File: src/rtl/meter_reply_frame_receiver_macros.svh
// ----------------------------------------------------------------------------
// Meter reply frame receiver: assertion macros
// Concurrent assertion helpers, compiled out when ASSERT_OFF is defined.
// ----------------------------------------------------------------------------
`ifndef METER_REPLY_FRAME_RECEIVER_MACROS_SVH
`define METER_REPLY_FRAME_RECEIVER_MACROS_SVH

`ifndef ASSERT_OFF

// When a holds, b holds in the same cycle
`define MRFR_ASSERT_IMPLIES(label, clk, rst, a, b) \
  label: assert property (@(posedge clk) disable iff (rst) (a) |-> (b)) \
    else $error("assertion failed: same-cycle implication");

// When a holds, b holds in the next cycle
`define MRFR_ASSERT_NEXT(label, clk, rst, a, b) \
  label: assert property (@(posedge clk) disable iff (rst) (a) |=> (b)) \
    else $error("assertion failed: next-cycle implication");

// a never holds
`define MRFR_ASSERT_NEVER(label, clk, rst, a) \
  label: assert property (@(posedge clk) disable iff (rst) !(a)) \
    else $error("assertion failed: forbidden condition");

`else

`define MRFR_ASSERT_IMPLIES(label, clk, rst, a, b)
`define MRFR_ASSERT_NEXT(label, clk, rst, a, b)
`define MRFR_ASSERT_NEVER(label, clk, rst, a)

`endif

`endif

File: src/rtl/mrfr_pkg.sv
// ----------------------------------------------------------------------------
// Meter reply frame receiver package
// Widths, codes and shared types of the meter reply frame receiver.
// ----------------------------------------------------------------------------
package mrfr_pkg;

  // Field widths
  localparam int BYTE_W    = 8;
  localparam int STATUS_W  = 2;
  localparam int QTY_W     = 2;
  localparam int READING_W = 23;
  localparam int POS_W     = 3;
  localparam int CFG_IDX_W = 2;
  localparam int CFG_DATA_W = 2;

  // Frame layout: reply code plus five bytes, then the checksum byte
  localparam logic [POS_W-1:0] POS_HUNT = 3'd0;
  localparam logic [POS_W-1:0] POS_SUM  = 3'd6;

  // Reply codes
  localparam logic [BYTE_W-1:0] CODE_VOLTAGE = 8'hA0;
  localparam logic [BYTE_W-1:0] CODE_CURRENT = 8'hA1;
  localparam logic [BYTE_W-1:0] CODE_POWER   = 8'hA2;
  localparam logic [BYTE_W-1:0] CODE_ENERGY  = 8'hA3;
  localparam logic [BYTE_W-1:0] CODE_ADDR    = 8'hA4;
  localparam logic [BYTE_W-1:0] CODE_ALARM   = 8'hA5;

  // Result status
  localparam logic [STATUS_W-1:0] STATUS_DECODED = 2'd0;
  localparam logic [STATUS_W-1:0] STATUS_BAD_SUM = 2'd1;
  localparam logic [STATUS_W-1:0] STATUS_IGNORED = 2'd2;

  // Quantities
  localparam logic [QTY_W-1:0] QTY_VOLTAGE = 2'd0;
  localparam logic [QTY_W-1:0] QTY_CURRENT = 2'd1;
  localparam logic [QTY_W-1:0] QTY_POWER   = 2'd2;
  localparam logic [QTY_W-1:0] QTY_ADDR    = 2'd3;

  // Register indexes
  localparam logic [CFG_IDX_W-1:0] CFG_PENDING_REQUEST = 2'd0;
  localparam logic [CFG_IDX_W-1:0] CFG_SETUP_MODE      = 2'd1;

  // Scale factors for the reading
  localparam logic [READING_W-1:0] VOLT_HI_SCALE = 23'd2560;
  localparam logic [READING_W-1:0] VOLT_MID_SCALE = 23'd10;
  localparam logic [READING_W-1:0] CURR_HI_SCALE = 23'd25600;
  localparam logic [READING_W-1:0] CURR_MID_SCALE = 23'd100;

  // Collected frame handed from collector to decoder
  typedef struct packed {
    logic              bad_sum;
    logic [BYTE_W-1:0] code;
    logic [BYTE_W-1:0] b1;
    logic [BYTE_W-1:0] b2;
    logic [BYTE_W-1:0] b3;
  } frame_t;

  // Live configuration
  typedef struct packed {
    logic [QTY_W-1:0] pending_request;
    logic             address_setup_mode;
  } cfg_t;

endpackage

File: src/rtl/mrfr_byte_if.sv
// ----------------------------------------------------------------------------
// Received byte channel
// Valid/ready channel carrying one serial byte per word.
// ----------------------------------------------------------------------------
interface mrfr_byte_if;
  logic                          valid;
  logic                          ready;
  logic [mrfr_pkg::BYTE_W-1:0]   rx_byte;

  modport source (output valid, output rx_byte, input ready);
  modport sink   (input valid, input rx_byte, output ready);
endinterface

File: src/rtl/mrfr_result_if.sv
// ----------------------------------------------------------------------------
// Frame result channel
// Valid/ready channel carrying one decoded frame result per word.
// ----------------------------------------------------------------------------
interface mrfr_result_if;
  logic                            valid;
  logic                            ready;
  logic [mrfr_pkg::STATUS_W-1:0]   frame_status;
  logic [mrfr_pkg::QTY_W-1:0]      quantity;
  logic [mrfr_pkg::READING_W-1:0]  reading;
  logic                            matches_request;

  modport source (output valid, output frame_status, output quantity,
                  output reading, output matches_request, input ready);
  modport sink   (input valid, input frame_status, input quantity,
                  input reading, input matches_request, output ready);
endinterface

File: src/rtl/mrfr_cfg_if.sv
// ----------------------------------------------------------------------------
// Configuration write channel
// Valid/ready channel carrying a register index and write data.
// ----------------------------------------------------------------------------
interface mrfr_cfg_if;
  logic                              valid;
  logic                              ready;
  logic [mrfr_pkg::CFG_IDX_W-1:0]    index;
  logic [mrfr_pkg::CFG_DATA_W-1:0]   data;

  modport source (output valid, output index, output data, input ready);
  modport sink   (input valid, input index, input data, output ready);
endinterface

File: src/rtl/mrfr_collector.sv
// ----------------------------------------------------------------------------
// Frame collector
// Hunts for a reply code, gathers the frame bytes with a running sum and
// registers a finished frame with its checksum verdict.
// ----------------------------------------------------------------------------
module mrfr_collector (
  input  logic                clk,
  input  logic                rst,
  mrfr_byte_if.sink           rx,
  output logic                frame_valid,
  input  logic                frame_ready,
  output mrfr_pkg::frame_t    frame
);

  logic [mrfr_pkg::POS_W-1:0]  byte_position;
  logic [mrfr_pkg::BYTE_W-1:0] running_sum;
  logic [mrfr_pkg::BYTE_W-1:0] code_byte;
  logic [mrfr_pkg::BYTE_W-1:0] byte1;
  logic [mrfr_pkg::BYTE_W-1:0] byte2;
  logic [mrfr_pkg::BYTE_W-1:0] byte3;
  logic                        accept;
  logic                        is_code;
  logic                        last_byte;

  // Only the checksum byte needs room in the frame register
  assign last_byte = (byte_position == mrfr_pkg::POS_SUM);
  assign rx.ready  = !last_byte || !frame_valid || frame_ready;
  assign accept    = rx.valid && rx.ready;
  assign is_code   = (rx.rx_byte >= mrfr_pkg::CODE_VOLTAGE) &&
                     (rx.rx_byte <= mrfr_pkg::CODE_ALARM);

  // Position counter and running sum
  always_ff @(posedge clk) begin
    if (rst) begin
      byte_position <= mrfr_pkg::POS_HUNT;
      running_sum   <= '0;
    end else if (accept) begin
      case (byte_position)
        3'd0: begin
          if (is_code) begin
            running_sum   <= rx.rx_byte;
            byte_position <= 3'd1;
          end
        end
        3'd1, 3'd2, 3'd3, 3'd4, 3'd5: begin
          running_sum   <= running_sum + rx.rx_byte;
          byte_position <= byte_position + 3'd1;
        end
        3'd6: begin
          running_sum   <= '0;
          byte_position <= mrfr_pkg::POS_HUNT;
        end
        default: begin
          // out of range: hunt again, byte taken as a possible code
          if (is_code) begin
            running_sum   <= rx.rx_byte;
            byte_position <= 3'd1;
          end else begin
            byte_position <= mrfr_pkg::POS_HUNT;
          end
        end
      endcase
    end
  end

  // Frame bytes used by the decoder
  always_ff @(posedge clk) begin
    if (accept) begin
      case (byte_position)
        3'd0:    if (is_code) code_byte <= rx.rx_byte;
        3'd1:    byte1 <= rx.rx_byte;
        3'd2:    byte2 <= rx.rx_byte;
        3'd3:    byte3 <= rx.rx_byte;
        3'd7:    if (is_code) code_byte <= rx.rx_byte;
        default: ;
      endcase
    end
  end

  // Finished frame register
  always_ff @(posedge clk) begin
    if (rst) begin
      frame_valid <= 1'b0;
    end else if (accept && last_byte) begin
      frame_valid <= 1'b1;
    end else if (frame_ready) begin
      frame_valid <= 1'b0;
    end
  end

  always_ff @(posedge clk) begin
    if (accept && last_byte) begin
      frame.bad_sum <= (rx.rx_byte != running_sum);
      frame.code    <= code_byte;
      frame.b1      <= byte1;
      frame.b2      <= byte2;
      frame.b3      <= byte3;
    end
  end

endmodule

File: src/rtl/mrfr_decoder.sv
// ----------------------------------------------------------------------------
// Frame decoder
// Turns a collected frame into a status, quantity and scaled reading and
// holds it in the result register until taken.
// ----------------------------------------------------------------------------
module mrfr_decoder (
  input  logic                clk,
  input  logic                rst,
  input  logic                frame_valid,
  output logic                frame_ready,
  input  mrfr_pkg::frame_t    frame,
  input  mrfr_pkg::cfg_t      cfg,
  mrfr_result_if.source       result
);

  logic [mrfr_pkg::STATUS_W-1:0]  status_next;
  logic [mrfr_pkg::QTY_W-1:0]     quantity_next;
  logic [mrfr_pkg::READING_W-1:0] reading_next;
  logic                           matches_next;
  logic [mrfr_pkg::READING_W-1:0] b1_w;
  logic [mrfr_pkg::READING_W-1:0] b2_w;
  logic [mrfr_pkg::READING_W-1:0] b3_w;
  logic                           take;

  assign frame_ready = !result.valid || result.ready;
  assign take        = frame_valid && frame_ready;

  assign b1_w = mrfr_pkg::READING_W'(frame.b1);
  assign b2_w = mrfr_pkg::READING_W'(frame.b2);
  assign b3_w = mrfr_pkg::READING_W'(frame.b3);

  // Decode by reply code and setup phase
  always_comb begin
    status_next   = mrfr_pkg::STATUS_IGNORED;
    quantity_next = mrfr_pkg::QTY_VOLTAGE;
    reading_next  = '0;
    if (frame.bad_sum) begin
      status_next = mrfr_pkg::STATUS_BAD_SUM;
    end else begin
      case (frame.code)
        mrfr_pkg::CODE_VOLTAGE: begin
          if (!cfg.address_setup_mode) begin
            status_next   = mrfr_pkg::STATUS_DECODED;
            quantity_next = mrfr_pkg::QTY_VOLTAGE;
            reading_next  = b1_w * mrfr_pkg::VOLT_HI_SCALE +
                            b2_w * mrfr_pkg::VOLT_MID_SCALE + b3_w;
          end
        end
        mrfr_pkg::CODE_CURRENT: begin
          if (!cfg.address_setup_mode) begin
            status_next   = mrfr_pkg::STATUS_DECODED;
            quantity_next = mrfr_pkg::QTY_CURRENT;
            reading_next  = b1_w * mrfr_pkg::CURR_HI_SCALE +
                            b2_w * mrfr_pkg::CURR_MID_SCALE + b3_w;
          end
        end
        mrfr_pkg::CODE_POWER: begin
          if (!cfg.address_setup_mode) begin
            status_next   = mrfr_pkg::STATUS_DECODED;
            quantity_next = mrfr_pkg::QTY_POWER;
            reading_next  = {b1_w[mrfr_pkg::READING_W-9:0], 8'd0} + b2_w;
          end
        end
        mrfr_pkg::CODE_ADDR: begin
          if (cfg.address_setup_mode) begin
            status_next   = mrfr_pkg::STATUS_DECODED;
            quantity_next = mrfr_pkg::QTY_ADDR;
          end
        end
        // energy, alarm: ignored
        default: ;
      endcase
    end
    matches_next = (status_next == mrfr_pkg::STATUS_DECODED) &&
                   (quantity_next == cfg.pending_request);
  end

  // Result register
  always_ff @(posedge clk) begin
    if (rst) begin
      result.valid <= 1'b0;
    end else if (take) begin
      result.valid <= 1'b1;
    end else if (result.ready) begin
      result.valid <= 1'b0;
    end
  end

  always_ff @(posedge clk) begin
    if (take) begin
      result.frame_status    <= status_next;
      result.quantity        <= quantity_next;
      result.reading         <= reading_next;
      result.matches_request <= matches_next;
    end
  end

endmodule

File: src/rtl/meter_reply_frame_receiver.sv
// ----------------------------------------------------------------------------
// Meter reply frame receiver
// Parses seven-byte meter replies with an 8-bit sum check and decodes the
// measured quantity.
//
//   Channel  Dir  Word                                   Handshake
//   rx       in   rx_byte                                valid/ready
//   result   out  frame_status, quantity, reading,       valid/ready
//                 matches_request
//   cfg      in   index, data                            valid/ready
//
// One byte is taken per cycle while rx is not stalled; the collector's counter
// and running sum keep pace with no gaps. A result passes through the frame
// register, then the result register, after the checksum byte is taken.
// Reset (rst, synchronous) returns to hunting and clears both valid flags.
// Only the checksum byte waits on a full frame register; other bytes are
// taken even while the result side stalls.
// ----------------------------------------------------------------------------
`include "meter_reply_frame_receiver_macros.svh"

module meter_reply_frame_receiver (
  input  logic           clk,
  input  logic           rst,
  mrfr_byte_if.sink      rx,
  mrfr_result_if.source  result,
  mrfr_cfg_if.sink       cfg
);

  logic              frame_valid;
  logic              frame_ready;
  mrfr_pkg::frame_t  frame;
  mrfr_pkg::cfg_t    cfg_regs;

  // Configuration registers
  assign cfg.ready = 1'b1;

  always_ff @(posedge clk) begin
    if (rst) begin
      cfg_regs <= '0;
    end else if (cfg.valid) begin
      case (cfg.index)
        mrfr_pkg::CFG_PENDING_REQUEST: cfg_regs.pending_request <= cfg.data;
        mrfr_pkg::CFG_SETUP_MODE:      cfg_regs.address_setup_mode <= cfg.data[0];
        default: ;
      endcase
    end
  end

  // Byte collection
  mrfr_collector u_collector (
    .clk         (clk),
    .rst         (rst),
    .rx          (rx),
    .frame_valid (frame_valid),
    .frame_ready (frame_ready),
    .frame       (frame)
  );

  // Decode and result register
  mrfr_decoder u_decoder (
    .clk         (clk),
    .rst         (rst),
    .frame_valid (frame_valid),
    .frame_ready (frame_ready),
    .frame       (frame),
    .cfg         (cfg_regs),
    .result      (result)
  );

  // A frame handed to the decoder shows up as a result
  `MRFR_ASSERT_NEXT(a_frame_to_result, clk, rst, frame_valid && frame_ready, result.valid)
  // Failed or ignored frames carry no quantity, reading or match
  `MRFR_ASSERT_IMPLIES(a_reject_clean, clk, rst, result.valid && result.frame_status != mrfr_pkg::STATUS_DECODED, result.reading == '0 && !result.matches_request && result.quantity == mrfr_pkg::QTY_VOLTAGE)
  // Address acknowledgements have no reading
  `MRFR_ASSERT_IMPLIES(a_ack_no_reading, clk, rst, result.valid && result.quantity == mrfr_pkg::QTY_ADDR, result.reading == '0)
  // Byte input only stalls behind a full frame register
  `MRFR_ASSERT_IMPLIES(a_stall_cause, clk, rst, !rx.ready, frame_valid && !frame_ready)

endmodule

File: src/flat_wrapper.sv
// flat-port wrapper written by rule: the top's interface ports become plain ports
module meter_reply_frame_receiver_flat 
  (clk, rst, rx_valid, rx_rx_byte, rx_ready, result_valid, result_frame_status, result_quantity, result_reading, result_matches_request, result_ready, cfg_valid, cfg_index, cfg_data, cfg_ready);
  mrfr_byte_if rx_i ();
  mrfr_result_if result_i ();
  mrfr_cfg_if cfg_i ();
  input  logic clk;
  input  logic rst;
  input wire logic [$bits(rx_i.valid)-1:0] rx_valid;
  input wire logic [$bits(rx_i.rx_byte)-1:0] rx_rx_byte;
  output wire logic [$bits(rx_i.ready)-1:0] rx_ready;
  output wire logic [$bits(result_i.valid)-1:0] result_valid;
  output wire logic [$bits(result_i.frame_status)-1:0] result_frame_status;
  output wire logic [$bits(result_i.quantity)-1:0] result_quantity;
  output wire logic [$bits(result_i.reading)-1:0] result_reading;
  output wire logic [$bits(result_i.matches_request)-1:0] result_matches_request;
  input wire logic [$bits(result_i.ready)-1:0] result_ready;
  input wire logic [$bits(cfg_i.valid)-1:0] cfg_valid;
  input wire logic [$bits(cfg_i.index)-1:0] cfg_index;
  input wire logic [$bits(cfg_i.data)-1:0] cfg_data;
  output wire logic [$bits(cfg_i.ready)-1:0] cfg_ready;
  assign rx_i.valid = rx_valid;
  assign rx_i.rx_byte = rx_rx_byte;
  assign rx_ready = rx_i.ready;
  assign result_valid = result_i.valid;
  assign result_frame_status = result_i.frame_status;
  assign result_quantity = result_i.quantity;
  assign result_reading = result_i.reading;
  assign result_matches_request = result_i.matches_request;
  assign result_i.ready = result_ready;
  assign cfg_i.valid = cfg_valid;
  assign cfg_i.index = cfg_index;
  assign cfg_i.data = cfg_data;
  assign cfg_ready = cfg_i.ready;
  meter_reply_frame_receiver u_core (.clk(clk), .rst(rst), .rx(rx_i), .result(result_i), .cfg(cfg_i));
endmodule
File: config.mk
export PLATFORM = sky130hd
export DESIGN_NAME = meter_reply_frame_receiver_flat
export DESIGN_NICKNAME = d
export VERILOG_FILES = /design/src/rtl/mrfr_pkg.sv /design/src/rtl/mrfr_byte_if.sv /design/src/rtl/mrfr_result_if.sv /design/src/rtl/mrfr_cfg_if.sv /design/src/rtl/mrfr_collector.sv /design/src/rtl/mrfr_decoder.sv /design/src/rtl/meter_reply_frame_receiver.sv /design/src/flat_wrapper.sv
export VERILOG_INCLUDE_DIRS = /design/src /design/src/rtl
export SDC_FILE = /design/constraint.sdc
export NUM_CORES = 1
export LEC_CHECK = 0
export ABC_AREA = 1
export BUFFER_PORTS_ARGS = -buffer_cell sky130_fd_sc_hd__buf_4
export CORE_UTILIZATION = 30
export DETAILED_ROUTE_END_ITERATION = 10
export GPL_TIMING_DRIVEN = 0
export SLEW_MARGIN = 10
export SYNTH_ARGS = -nofsm -noshare
export SYNTH_HDL_FRONTEND = slang
export SYNTH_SLANG_ARGS = --single-unit
File: constraint.sdc
create_clock -name clk -period 7.39 [get_ports clk]
set_clock_uncertainty 0.1 [all_clocks]
set_input_delay 1.1085 -clock clk [delete_from_list [all_inputs] [get_ports clk]]
set_output_delay 1.1085 -clock clk [all_outputs]
set_load 0.05 [all_outputs]
Word level (Yosys, flattened, before mapping)

Index checks and enable logic that the tools add are counted.
W data, S select, Z words.

Multipliers: 4
Reductions and logical operators: 28
Muxes and demuxes: 21
$lt $le $gt $ge: 2
Add/sub/neg operators: 7
Eq/ne operators: 15

Operators with widths:

| kind                   | number |
|---|---|
| $pmux W23 S3           | 1 |
| $eq A8 B8 Y1 const B   | 4 |
| $mul A8 B5 Y13 const B | 2 |
| $add A23 B15 Y23       | 1 |
| $add A23 B8 Y23        | 1 |
| $mux W23               | 1 |
| $add A21 B8 Y22        | 1 |
| $mul A8 B3 Y11 const B | 2 |
| $mux W22               | 1 |
| $add A20 B12 Y21       | 1 |
| $add A16 B8 Y17        | 1 |
| $mux W17               | 1 |
| $pmux W8 S2            | 1 |
| $reduce_and A2 Y1      | 7 |
| $eq A3 B3 Y1 const B   | 4 |
| $mux W2                | 5 |
| $pmux W3 S3            | 1 |
| $add A8 B8 Y8          | 1 |
| $ge A8 B8 Y1 const B   | 1 |
| $le A8 B8 Y1 const B   | 1 |
| $mux W8                | 1 |
| $ne A8 B8 Y1           | 1 |
| $eq A3 B2 Y1 const B   | 2 |
| $mux W1                | 6 |
| other kinds (19)       | 29 |

Bits of input ports: 17
Word-level logic and storage cells: 96
Bits in registers: 109
Output and inout bits: 31

Longest topological paths before layout

Depth in word-level cells: 7
Mapped depth: 24
Mapped depth without buffers: 24

By module

Synthesis repeated with hierarchy kept, for this count alone.

Cells, all modules: 942
Area total of the unflattened synthesis: 8,215.4 sq um

Modules (own cells, without submodules):

| module                     | sequential area each (sq um) | instances | area an instance (sq um) | cells each |
|---|---|---|---|---|
| mrfr_decoder               | 860.8                        | 1         | 5,023.6                  | 681 |
| mrfr_collector             | 2,192.1                      | 1         | 3,035.4                  | 237 |
| meter_reply_frame_receiver | 60.1                         | 1         | 156.4                    | 24 |

Least setup slack after synthesis

Ideal clock, no wire load.

Path type: register to register
Start: reg, netlist name u_core.u_collector.frame[10]
End: reg u_core.u_decoder.result.reading[18] (data pin)
Cell stages (with the launch flop): 22
Path buffers: 0
Setup slack: 3,118 ps
Arrival: 3,910 ps
Clock period less this slack: 4,272 ps
Required time: 7,028 ps
Setup time: 262 ps
Path through: edfxtp_1 -> ha_1 -> ha_1 -> fa_1 -> ha_1 -> nand3_2 -> nand3_1 -> nand2_1 -> nand2_1 -> a21oi_1 -> nor2_1 -> o21ai_0 -> nand2_1 -> xor2_1 -> ha_1 -> nand2_1 -> o21ai_0 -> nand4_1 -> nand3_1 -> nand2_1 -> nand3_1 -> a21oi_2

Cells in the longest elaborated chain, start to end: 5
Elaborated cells on any way between the ends: 9
Classes of those cells: add/sub: 4; mul: 2; mux: 3

Ends and longest elaborated chain:

| what                                                        | RTL line                               | text |
|---|---|---|
| $mul A8 B5 Y13 / $mul A8 B3 Y11 (equally long branches)     | mrfr_decoder.sv:54, mrfr_decoder.sv:46 |  |
| $add A23 B15 Y23 / $add A20 B12 Y21 (equally long branches) | mrfr_decoder.sv:53, mrfr_decoder.sv:45 |  |
| $add A23 B8 Y23 / $add A21 B8 Y22 (equally long branches)   | mrfr_decoder.sv:54, mrfr_decoder.sv:46 |  |
| $mux W23 / $mux W22 (equally long branches)                 | mrfr_decoder.sv:50, mrfr_decoder.sv:42 |  |
| $pmux W23 S3 (*)                                            | mrfr_decoder.sv:40                     | `case (frame.code)` |
| end signal, assigned                                        | mrfr_decoder.sv:93                     | `result.reading <= reading_next;` |
| end, declared                                               | mrfr_result_if.sv:14                   | `output reading, output matches_request, input ready);` |

Every way passes the cells marked *; elsewhere a longest branch is shown, timed or not.
A chain may end at the register's enable or synchronous reset.

Worst setup path in the final report

Start: reg, netlist name u_core.u_collector.frame[11]
End: reg u_core.u_decoder.result.reading[16] (data pin)

Cells in the longest elaborated chain, start to end: 5
Elaborated cells on any way between the ends: 11
Classes of those cells: add/sub: 5; mul: 2; mux: 4

Ends and longest elaborated chain:

| what                                                        | RTL line |
|---|---|
| $mul A8 B5 Y13 / $mul A8 B3 Y11 (equally long branches)     | mrfr_decoder.sv:54, mrfr_decoder.sv:46 |
| $add A23 B15 Y23 / $add A20 B12 Y21 (equally long branches) | mrfr_decoder.sv:53, mrfr_decoder.sv:45 |
| $add A23 B8 Y23 / $add A21 B8 Y22 (equally long branches)   | mrfr_decoder.sv:54, mrfr_decoder.sv:46 |
| $mux W23 / $mux W22 (equally long branches)                 | mrfr_decoder.sv:50, mrfr_decoder.sv:42 |
| $pmux W23 S3 (*)                                            | mrfr_decoder.sv:40 |

Marked as above.

==> flow_summary.toml <==
[worst_setup_path]
critPathSlowestCell = "edfxtp_1"
start_kind = "flip-flop"
cp_cell_sequence = "ha_1 -> ha_1 -> fa_1 -> ha_1 -> nand3_2 -> nand3_1 -> nand2_1 -> nand2_1 -> a21oi_1 -> nor2_1 -> o21ai_0 -> nand2_1 -> xor2_1 -> ha_1 -> a21oi_1 -> nor2_1 -> a211oi_1 -> nand2_1 -> a21boi_1 -> o21ai_0 -> a21oi_1"
cp.arrival_ps = 4950
cp_slowest_stage_delay_ps = 510
critical_path_required_ps = 7480
crit_path_end_kind = "flip-flop"
path_class = "flip-flop to flip-flop"
critPathMaxFanout = 6

[layout]
design_area_sq_um = 9300
area_delta_synth_final_pct = 13.5
diodes = 0
nFillCells = 2795
nNetsFinal = 1126
layout-drive-gt1-share = 0.135

[yosys]
syn-num-nets = 1068
syn_avg_cell_area_sq_um = 8.86
synth_seq_area_share = 0.380
synthArstFlopShare = 0
synth_warnings = 0
synthesis.instances = 924
synth_edf_count = 93
synth-main-ff-cell = "edfxtp_1"
synth-seq-cells = 109
synth_cell_type_count = 52
synth_area_sq_um = 8190

[grt]
grt_max_degree = 34
grt_usage = 0.141
grt_pass1_vias = 6012
antenna_found_initial = 0
grt_first_pass_wirelength_um = 30900
overflow = 0

[pwr]
p_leak_nw = 4.17
p_total_mw = 1.76
peakVddDrop_mv = 0.123
powerDensity_nw_per_um2 = 189

[timing]
period_needed_ps = 4860
setup_viol = 0
timing.final.max_slew_violations = 0
finalSetupTns_ps = 0
worst_pin_slew_ps = 1100
relSlewSlack = 0.265
hold_viol = 0
fin_crit_sh = 0.657
fmax_mhz = 206
rsz0062_at_grt = "false"

[run_status]
status = "complete, but fails checks"
violations = "design-rule violations"

[clock_tree]
cts_htree_levels = 3
clock-root-buffer = "clkbuf_16"
clk_latency_ps = 360
cts_sinks = 109
path_clk_slew_ps = 80
cts_buffer_depth = 2
postCtsHoldBufs = 0
post_cts_buffers = 0
ctsResizeCount = 0
cts_buffers = 9
cts_tree = "yes"

[floorplanning]
fp.dieArea_sq_um = 28000
row_count = 60
ioPinCount = 48
die_width_um = 167
initial_core_util = 0.305
coreArea_sq_um = 26900
die_h_um = 167

[run]
drv_cap = 0

[placement]
hpwl_um = 15200
placed_cell_area_sq_um = 9000
place_congestion = 0.899
port-buffer-count = 46

[drt]
drc = 1
firstDrtPassIters = 10
routed_via_density = 4.79
avgRoutedWirePerCell_um = 14.4
vias = 6361
ant_nets = 0
drt_iter0_drc = 356
finalWirelength_um = 19100

[worst_hold_path]
hold_class = "flip-flop to flip-flop"
sequential cells by signal (all words and copies together) (netlist names):
register,flops
u_core.cfg_regs,3
u_core.u_collector.byte1,8
u_core.u_collector.byte2,8
u_core.u_collector.byte3,8
u_core.u_collector.byte_position,3
u_core.u_collector.code_byte,8
u_core.u_collector.frame,33
u_core.u_collector.frame_valid,1
u_core.u_collector.running_sum,8
u_core.u_decoder.result.frame_status,2
u_core.u_decoder.result.matches_request,1
u_core.u_decoder.result.quantity,2
u_core.u_decoder.result.reading,23
u_core.u_decoder.result.valid,1
power by group:
group | switching (mW) | internal [mW] | total, mW
Sequential | 0.0282 | 0.717 | 0.745
Combinational | 0.347 | 0.186 | 0.533
Clock | 0.242 | 0.237 | 0.480
Total | 0.618 | 1.14 | 1.76
layout make-up:
type | instances | area (sq um) | share of cell area
buffer | 3 | 16.3 | 0.00175
clock buffer | 9 | 225 | 0.0242
clock inverter | 7 | 68.8 | 0.00740
inverter | 137 | 515 | 0.0555
multi-input combinational | 675 | 4560 | 0.490
sequential | 109 | 3110 | 0.335
tap | 341 | 427 | 0.0459
timing repair buffer | 47 | 373 | 0.0401
Yosys cell counts, types with 3 or more instances:
cell      number  area share
nand2_1      170       0.078
inv_1        125       0.057
ha_1         116        0.18
edfxtp_1      93        0.34
nor2_1        67       0.031
nand3_1       62       0.038
a21oi_1       56       0.034
o21ai_0       43       0.026
dfxtp_1       16       0.039
nand4_1       14       0.011
fa_1          11       0.027
nand2_2       11      0.0084
xor2_1        11       0.012
nand3_2       10       0.012
nor3_1        10      0.0061
inv_2          9      0.0041
nand3b_1       9      0.0082
xnor2_1        8      0.0086
nor2_2         7      0.0053
a21oi_2        6      0.0064
a31oi_1        6      0.0046
o21ai_1        6      0.0037
a211oi_1       5      0.0046
or2_2          5      0.0038
o21ai_2        4      0.0043
a21o_1         3      0.0027
o211ai_1       3      0.0027
o21a_1         3      0.0027
o21bai_1       3      0.0027
placed cells by master (no fill, tap or decap), types with 3 or more instances in the layout:
| master | n |
|---|---|
| a211oi_1 | 5 |
| a21o_1 | 3 |
| a21oi_1 | 56 |
| a21oi_2 | 6 |
| a31oi_1 | 6 |
| buf_4 | 47 |
| clkbuf_16 | 9 |
| clkinv_1 | 3 |
| dfxtp_1 | 16 |
| edfxtp_1 | 93 |
| fa_1 | 11 |
| ha_1 | 116 |
| inv_1 | 124 |
| inv_2 | 9 |
| nand2_1 | 170 |
| nand2_2 | 11 |
| nand3_1 | 62 |
| nand3_2 | 10 |
| nand3b_1 | 9 |
| nand4_1 | 14 |
| nor2_1 | 66 |
| nor2_2 | 7 |
| nor2_4 | 3 |
| nor3_1 | 9 |
| nor3_2 | 3 |
| o211ai_1 | 3 |
| o21a_1 | 3 |
| o21ai_0 | 43 |
| o21ai_1 | 6 |
| o21ai_2 | 4 |
| o21bai_1 | 3 |
| or2_2 | 5 |
| xnor2_1 | 8 |
| xor2_1 | 11 |
final timing paths:
| check | startpoint | depth (start not counted) | to | slack (ps) |
|---|---|---|---|---|
| worst max-delay path | u_core.u_collector.frame[11]$_DFFE_PP_ | 21 | u_core.u_decoder.result.reading[16]$_SDFFCE_PP0P_ | 2530 |
| worst min-delay path | u_core.u_collector.byte2[5]$_DFFE_PP_ | 0 | u_core.u_collector.frame[13]$_DFFE_PP_ | 320 |
| worst max register to register | u_core.u_collector.frame[11]$_DFFE_PP_ | 21 | u_core.u_decoder.result.reading[16]$_SDFFCE_PP0P_ | 2530 |
| worst min register to register | u_core.u_collector.byte2[5]$_DFFE_PP_ | 0 | u_core.u_collector.frame[13]$_DFFE_PP_ | 320 |
layer usage:
| metal | wire, um | GRT usage | up-vias | part of all wire |
|---|---|---|---|---|
| li1 | - | - | 3282 | - |
| met1 | 9270 | 0.186 | 2940 | 0.48 |
| met2 | 8910 | 0.240 | 115 | 0.47 |
| met3 | 619 | 0.0206 | 24 | 0.032 |
| met4 | 334 | 0.0411 | 0 | 0.017 |
| met5 | 0 | 0 | - | 0 |
per-stage QoR:
stage | util | cells | hold slack (ps) | setup WS, ps
3_5_place_dp | 0.335 | 1312 | 305 | 2570
3_3_place_gp | 0.333 | 1311 | 301 | 2570
2_1_floorplan | - | 924 | 300 | 3120
5_1_grt | 0.346 | 1328 | 327 | 2160
6_report | 0.346 | 1328 | 320 | 2530
4_1_cts | 0.346 | 1328 | 322 | 2560
critical path: cells and delay by family, from the launching register on:
kind / cells / cell delay (ps)
XOR/XNOR: 1 / 160
adder cells (fa/ha/maj): 5 / 1870
AND/OR/NAND/NOR: 8 / 800
flip-flops: 1 / 510
AO/OA/AOI/OAI: 7 / 1250
kinds of logic after synthesis:
kind of cell               count (synthesis)  synth area share
buffers and inverters                    140            0.0649
AOI/OAI and AO/OA                        145             0.102
other                                      1          0.000458
and+or+nand+nor                          381             0.224
adders and majority gates                127             0.204
DFF                                      109             0.380
xor gates and xnor gates                  21            0.0243
No activity file was read; power rests on OpenSTA's default activity.
